$ cat src/hw/rtl/r2h_pkg.sv
// r2h_pkg: shared widths, payload structs and latency for the RGB to HSV converter.
// Depends on nothing; every other file of the block imports it.
package r2h_pkg;

  localparam int CHANNEL_BITS  = 8;
  localparam int FRACTION_BITS = 16;

  // Width of six times delta, which also bounds the hue dividend.
  localparam int HUE_DW = CHANNEL_BITS + 3;
  // Width of delta * (2^FRACTION_BITS - 1).
  localparam int SAT_NW = CHANNEL_BITS + FRACTION_BITS;

  // One front stage plus one divider cell per quotient bit.
  localparam int LATENCY = FRACTION_BITS + 1;

  typedef struct packed {
    logic [CHANNEL_BITS-1:0] red;
    logic [CHANNEL_BITS-1:0] green;
    logic [CHANNEL_BITS-1:0] blue;
  } pixel_t;

  typedef struct packed {
    logic [FRACTION_BITS-1:0] hue;
    logic [FRACTION_BITS-1:0] saturation;
    logic [CHANNEL_BITS-1:0]  value;
  } hsv_t;

endpackage

$ cat src/hw/rtl/r2h_front.sv
// r2h_front: first pipeline stage; finds max, min and sector and forms both dividends.
// Depends on r2h_pkg.
module r2h_front import r2h_pkg::*; (
  input  logic                    clk,
  input  pixel_t                  pixel,
  output logic [CHANNEL_BITS-1:0] value,
  output logic [HUE_DW-1:0]       hue_rem,
  output logic [HUE_DW-1:0]       hue_div,
  output logic [CHANNEL_BITS-1:0] sat_rem,
  output logic [CHANNEL_BITS-1:0] sat_div,
  output logic [FRACTION_BITS-1:0] sat_low
);

  logic [CHANNEL_BITS-1:0] r, g, b, mx, mn, delta;
  logic [HUE_DW-1:0]       r_x, g_x, b_x, d_x, six_d, pos;
  logic [SAT_NW-1:0]       sat_num;
  logic                    grey;

  always_comb begin
    r = pixel.red;
    g = pixel.green;
    b = pixel.blue;
    mx = r;
    mn = r;
    if (g > mx) mx = g;
    if (b > mx) mx = b;
    if (g < mn) mn = g;
    if (b < mn) mn = b;
    delta = mx - mn;
    grey  = (delta == '0);

    r_x   = HUE_DW'(r);
    g_x   = HUE_DW'(g);
    b_x   = HUE_DW'(b);
    d_x   = HUE_DW'(delta);
    six_d = (d_x << 2) + (d_x << 1);

    // Sector choice: red wins ties, then green.
    if (r == mx) begin
      if (g >= b) pos = g_x - b_x;
      else        pos = six_d - (b_x - g_x);
    end else if (g == mx) begin
      pos = (d_x << 1) + b_x - r_x;
    end else begin
      pos = (d_x << 2) + r_x - g_x;
    end

    sat_num = (SAT_NW'(delta) << FRACTION_BITS) - SAT_NW'(delta);
  end

  // A divisor of one with a zero dividend gives a zero quotient, which covers
  // grey and black pixels without separate flags.
  always_ff @(posedge clk) begin
    value   <= mx;
    hue_rem <= grey ? '0 : pos;
    hue_div <= grey ? HUE_DW'(1) : six_d;
    sat_rem <= sat_num[SAT_NW-1:FRACTION_BITS];
    sat_div <= (mx == '0) ? CHANNEL_BITS'(1) : mx;
    sat_low <= sat_num[FRACTION_BITS-1:0];
  end

endmodule

$ cat src/hw/rtl/r2h_div_cell.sv
// r2h_div_cell: one restoring-division cell; produces one quotient bit per cycle.
// Depends on r2h_pkg.
module r2h_div_cell import r2h_pkg::*; #(
  parameter int DW = HUE_DW
) (
  input  logic                     clk,
  input  logic [DW-1:0]            rem_in,
  input  logic [DW-1:0]            div_in,
  input  logic [FRACTION_BITS-1:0] low_in,
  input  logic [FRACTION_BITS-1:0] quo_in,
  output logic [DW-1:0]            rem_out,
  output logic [DW-1:0]            div_out,
  output logic [FRACTION_BITS-1:0] low_out,
  output logic [FRACTION_BITS-1:0] quo_out
);

  logic [DW:0] trial;
  logic [DW:0] diff;
  logic        take;

  always_comb begin
    trial = {rem_in, low_in[FRACTION_BITS-1]};
    diff  = trial - {1'b0, div_in};
    take  = (trial >= {1'b0, div_in});
  end

  // The remainder stays below the divisor, so the result fits DW bits.
  always_ff @(posedge clk) begin
    rem_out <= take ? diff[DW-1:0] : trial[DW-1:0];
    div_out <= div_in;
    low_out <= {low_in[FRACTION_BITS-2:0], 1'b0};
    quo_out <= {quo_in[FRACTION_BITS-2:0], take};
  end

endmodule

$ cat src/hw/rtl/rgb_to_hsv_pixel.sv
// rgb_to_hsv_pixel: top level of the RGB to HSV pixel converter.
// Depends on r2h_pkg, r2h_front and r2h_div_cell.
//
// The converter takes one pixel per clock and returns its hue, saturation
// and value after the transaction, once taken, has passed through the
// front stage and the divider chain. The pipeline depth is set by the
// two long divisions: each quotient bit is worked out by its own cell of a
// chain of FRACTION_BITS restoring-division cells, after one front stage that
// finds the maximum, minimum and hue sector. Every cell hands its partial
// remainder to the next cell in every cycle, so a new pixel may be offered on
// every clock. busy is high only during reset; outside reset every start is a
// transaction. done marks each result for exactly one cycle and the receiver
// cannot hold it off, so results must be taken as they appear. Grey and black
// pixels give a hue of zero, and black pixels a saturation of zero.
module rgb_to_hsv_pixel import r2h_pkg::*; (
  input  logic   clk,
  input  logic   rst,
  input  logic   start,
  output logic   busy,
  input  pixel_t pixel,
  output logic   done,
  output hsv_t   result
);

  localparam int NS = FRACTION_BITS;

  logic [HUE_DW-1:0]        hue_rem [NS+1];
  logic [HUE_DW-1:0]        hue_div [NS+1];
  logic [FRACTION_BITS-1:0] hue_low [NS+1];
  logic [FRACTION_BITS-1:0] hue_quo [NS+1];
  logic [CHANNEL_BITS-1:0]  sat_rem [NS+1];
  logic [CHANNEL_BITS-1:0]  sat_div [NS+1];
  logic [FRACTION_BITS-1:0] sat_low [NS+1];
  logic [FRACTION_BITS-1:0] sat_quo [NS+1];
  logic [CHANNEL_BITS-1:0]  value   [NS+1];
  logic [NS:0]              valid;

  assign busy = rst;

  r2h_front u_front (
    .clk     (clk),
    .pixel   (pixel),
    .value   (value[0]),
    .hue_rem (hue_rem[0]),
    .hue_div (hue_div[0]),
    .sat_rem (sat_rem[0]),
    .sat_div (sat_div[0]),
    .sat_low (sat_low[0])
  );

  // The hue dividend is pos shifted up, so its low bits are all zero.
  assign hue_low[0] = '0;
  assign hue_quo[0] = '0;
  assign sat_quo[0] = '0;

  for (genvar i = 0; i < NS; i++) begin : g_cell
    r2h_div_cell #(.DW(HUE_DW)) u_hue (
      .clk     (clk),
      .rem_in  (hue_rem[i]),
      .div_in  (hue_div[i]),
      .low_in  (hue_low[i]),
      .quo_in  (hue_quo[i]),
      .rem_out (hue_rem[i+1]),
      .div_out (hue_div[i+1]),
      .low_out (hue_low[i+1]),
      .quo_out (hue_quo[i+1])
    );

    r2h_div_cell #(.DW(CHANNEL_BITS)) u_sat (
      .clk     (clk),
      .rem_in  (sat_rem[i]),
      .div_in  (sat_div[i]),
      .low_in  (sat_low[i]),
      .quo_in  (sat_quo[i]),
      .rem_out (sat_rem[i+1]),
      .div_out (sat_div[i+1]),
      .low_out (sat_low[i+1]),
      .quo_out (sat_quo[i+1])
    );

    // The value rides alongside the divider cells.
    always_ff @(posedge clk) begin
      value[i+1] <= value[i];
    end
  end

  // Transaction marker follows the data down the chain.
  always_ff @(posedge clk) begin
    if (rst) begin
      valid <= '0;
    end else begin
      valid <= {valid[NS-1:0], start};
    end
  end

  assign done              = valid[NS];
  assign result.hue        = hue_quo[NS];
  assign result.saturation = sat_quo[NS];
  assign result.value      = value[NS];

endmodule

$ cat config.mk
export PLATFORM = sky130hd
export DESIGN_NAME = rgb_to_hsv_pixel
export DESIGN_NICKNAME = d
export VERILOG_FILES = /design/src/hw/rtl/r2h_pkg.sv /design/src/hw/rtl/r2h_front.sv /design/src/hw/rtl/r2h_div_cell.sv /design/src/hw/rtl/rgb_to_hsv_pixel.sv
export SDC_FILE = /design/constraint.sdc
export NUM_CORES = 2
export LEC_CHECK = 0
export BUFFER_PORTS_ARGS = -buffer_cell sky130_fd_sc_hd__buf_2
export CAP_MARGIN = 20
export CORE_MARGIN = 8
export CORE_UTILIZATION = 45
export DETAILED_ROUTE_END_ITERATION = 8
export MAX_ROUTING_LAYER = met4
export PLACE_DENSITY_LB_ADDON = 0.1
export SLEW_MARGIN = 20
export SYNTH_ARGS = -nofsm -noshare
export SYNTH_HDL_FRONTEND = slang
export SYNTH_SLANG_ARGS = --single-unit
$ cat constraint.sdc
create_clock -name clk -period 21.7 [get_ports clk]
set_clock_uncertainty 0.2 [all_clocks]
set_input_delay 4.34 -clock clk [delete_from_list [all_inputs] [get_ports clk]]
set_output_delay 4.34 -clock clk [all_outputs]
set_load 0.01 [all_outputs]
==> summary.md <==
| Metric | Value |
|---|---|
| Cells after Synth | `4195` |
| Number of synthesized flops with an enable pin | `0` |
| Multi-input combinational cell area | `about 18000 um2` |
| Congestion Overflow GR | `0` |
| Critical Path Fanout Max | `21` |
| Initial Utilization | `45.2%` |
| Core area | `96100 um2` |
| Setup CP Type | `input port to flop` |
| Top delay family on crit path | `compound AO/OA/AOI/OAI gates` |
| Least-Margin Pin Slew | `0.991 ns` |
| Setup slack, reg-to-reg | `17.97 ns` |
| Final #Nets | `4801` |
| Worst Hold Slack | `approximately 0.11 ns` |
| HP Start | `g_cell[8].u_hue.quo_out[5]$_DFF_P_` |
| Syn nets | `4671` |
| Detailed-route DRC error count | `0` |
| Io pins | `69` |
| Synth async-reset ratio | `0%` |
| Most frequent cells in the layout | `1165 x dfxtp_1, 484 x inv_1, 405 x ha_1` |
| Clock Path Buffers | `3` |
| CTS Root Cell | `clkbuf_16` |
| P&R area growth vs syn | `13.5%` |
| Detailed placement HPWL | `57800 um` |
| Sequential element share of the synthesized area | `53.7%` |
| Startpoint Class | `input port` |
| Synth Cell Area | `43400 um2` |
| Hold Path Cell Cnt | `0` |
| R2R Path Start | `g_cell[13].u_hue.div_out[2]$_DFF_P_` |
| Run status | `finished clean` |
| First-pass GRT wire length | `129000 um` |
| Commonest register cell after synthesis | `dfxtp_1` |
| Largest area contributor in the netlist | `dfxtp_1` |
| Worst endpoint required time | `22.04 ns` |
| Fillers | `around 8800` |
| RSZ-0062 raised after global routing | `false` |
| Fin crit share | `between 50 and 60%` |
| CTS tree | `yes` |
| Post-CTS Resized | `0` |
| DR pass1 iterations | `7` |
| Die Span Y | `327 um` |
| Synthesis-stage register bit count | `1165` |
| GPL Wtd Cong | `0.875` |
| Num Clock Sinks | `1165` |
| Synthesized area per cell | `10.4 um2` |
| Sequential Area | `23300 um2` |
| Tot GR Track Use | `14.7%` |
| Vias in the first global route | `26600` |
| Total wire length | `76100 um` |
| Ys Warns | `0` |
| H-tree levels | `3` |
| Final ANT Viol Nets | `0` |
| Area contributors post-synth | `dfxtp_1 54%, ha_1 12%, o21ai_0 4.2%` |
| Setup_tns | `0 ns` |
| Die X | `roughly 330 um` |
| Final setup violation count | `0` |
| Number of max-cap violations | `0` |
| Vias | `26800` |
| Initial antenna violation count | `3` |
| Die ar. | `~110000 um2` |
| Hold WC Path Type | `flop to flop` |
| Sum of buffers and inverters on the critical path | `5` |
| Worst-skew pair later-pin latency | `0.68 ns` |
| Peak Freq | `77.9 MHz` |
| Clock-pin slew on the worst setup and hold paths | `0.06 ns` |
| Worst rel slew slack | `33.8%` |
| Placed insts | `5483` |
| Row cnt | `114` |
| Final min period | `12.83 ns` |
| CTS Buf Count | `116` |
| Fraction of layout cells with a size suffix above 1 | `around 7.3%` |
| Fin. max-slew vios | `0` |
| Largest net degree at the start of global routing | `22` |
| Worst EP arrival | `13.17 ns` |
| Most frequent CP cell | `a21oi_1` |
| Reg2reg end | `g_cell[14].u_hue.rem_out[9]$_DFF_P_` |
| Synth top area share | `53.7%` |
| Post-CTS Setup Inserts | `0` |
| Wire per inst | `13.4 um` |
| Most common cell after layout, fill and taps aside | `dfxtp_1` |
| 1st-iter DRT viols | `1059` |
| Via density | `~4.7` |
| Final core utilization | `51.3%` |
| IO buf count | `68` |
| Worst setup EP type | `flop` |
| CP max stage delay | `0.75 ns` |
| Hold path endpoint | `g_cell[9].u_hue.quo_out[6]$_DFF_P_` |
| Slowest CP cell | `fa_1` |
| Worst r2r path cells | `16` |
| Final Hold Viols | `0` |
| Final std cells w/o fill | `5700` |
| Unique cell type count in the Yosys netlist | `85` |
| Hold_buf cts | `0` |
[synth_stat cells, types with 3 or more instances]
cell type,number
dfxtp_1,1165
inv_1,484
ha_1,405
o21ai_0,364
nand2_1,308
nor2_1,217
o31ai_1,125
nand2b_1,121
a21oi_1,118
nor2b_1,109
and2_1,101
xnor2_1,92
a21o_1,77
xor2_1,72
nand4_1,65
clkbuf_1,55
fa_1,44
or4_1,31
o211a_1,30
mux2i_1,18
a21boi_0,16
nor3_1,14
nand3_1,13
o21bai_1,13
a211oi_1,11
buf_4,11
and3_1,7
o211ai_1,7
a211o_1,6
buf_2,5
o21a_1,5
or2_2,5
a211oi_2,4
nor4_1,4
buf_6,3
inv_2,3
o2111ai_1,3
o41ai_1,3
[per-stage QoR]
stage               worst slack (ns)  instance area, um2
floorplan                       9.86               43400
global placement                8.27               45100
detailed placement              8.16               45100
CTS                             8.90               49300
global route                    8.13               49300
finish                          8.87               49300
[registers in the layout (all words and copies together) (netlist names), 11 cells and up]
signal,cells
g_cell.u_hue.div_out,165
g_cell.u_hue.quo_out,136
g_cell.u_hue.rem_out,165
g_cell.u_sat.div_out,120
g_cell.u_sat.low_out,117
g_cell.u_sat.quo_out,136
g_cell.u_sat.rem_out,120
u_front.hue_div,11
u_front.hue_rem,11
u_front.sat_low,15
valid,17
value,120
[per-layer routing]
layer	vias to the layer above	global-route usage, %	part of all wire [%]
met5	-	-	0
met4	0	4.78	2.5
met3	134	2.67	3.8
met2	310	23.9	46
met1	12100	18.5	48
li1	14200	-	-
[logic make-up after synthesis]
kind of cell	share of synthesized area, %
muxes	0.450
DFF	53.7
AOI/OAI and AO/OA	11.9
buffers and inverters	5.03
and+or+nand+nor	11.7
xor gates and xnor gates	3.47
adders and majority gates	13.7
[area by class of cell]
| class | instances | share of cell area [%] |
|---|---|---|
| sequential | 1165 | 47.3 |
| timing repair buffer | 86 | 0.965 |
| clock buffer | 159 | 6.73 |
| inverter | 488 | 3.72 |
| antenna | 3 | 0.0152 |
| tap | 1276 | 3.24 |
| multi-input combinational | 2468 | 36.4 |
| clock inverter | 55 | 1.63 |
[worst max-delay path by stage]
stage	from	end	slack, ns	cells after the start
floorplan	pixel[15]	u_front.hue_rem[10]$_SDFF_PN0_	9.86	39
global placement	pixel[15]	u_front.hue_rem[9]$_SDFF_PN0_	8.27	38
detailed placement	pixel[15]	u_front.hue_rem[9]$_SDFF_PN0_	8.16	38
CTS	pixel[15]	u_front.hue_rem[9]$_SDFF_PN0_	8.90	38
global route	pixel[15]	u_front.hue_rem[9]$_SDFF_PN0_	8.13	37
finish	pixel[15]	u_front.hue_rem[9]$_SDFF_PN0_	8.87	38
Power is not shown: default switching activity piles up to over one toggle a cycle in this logic, so the estimate is an artifact.
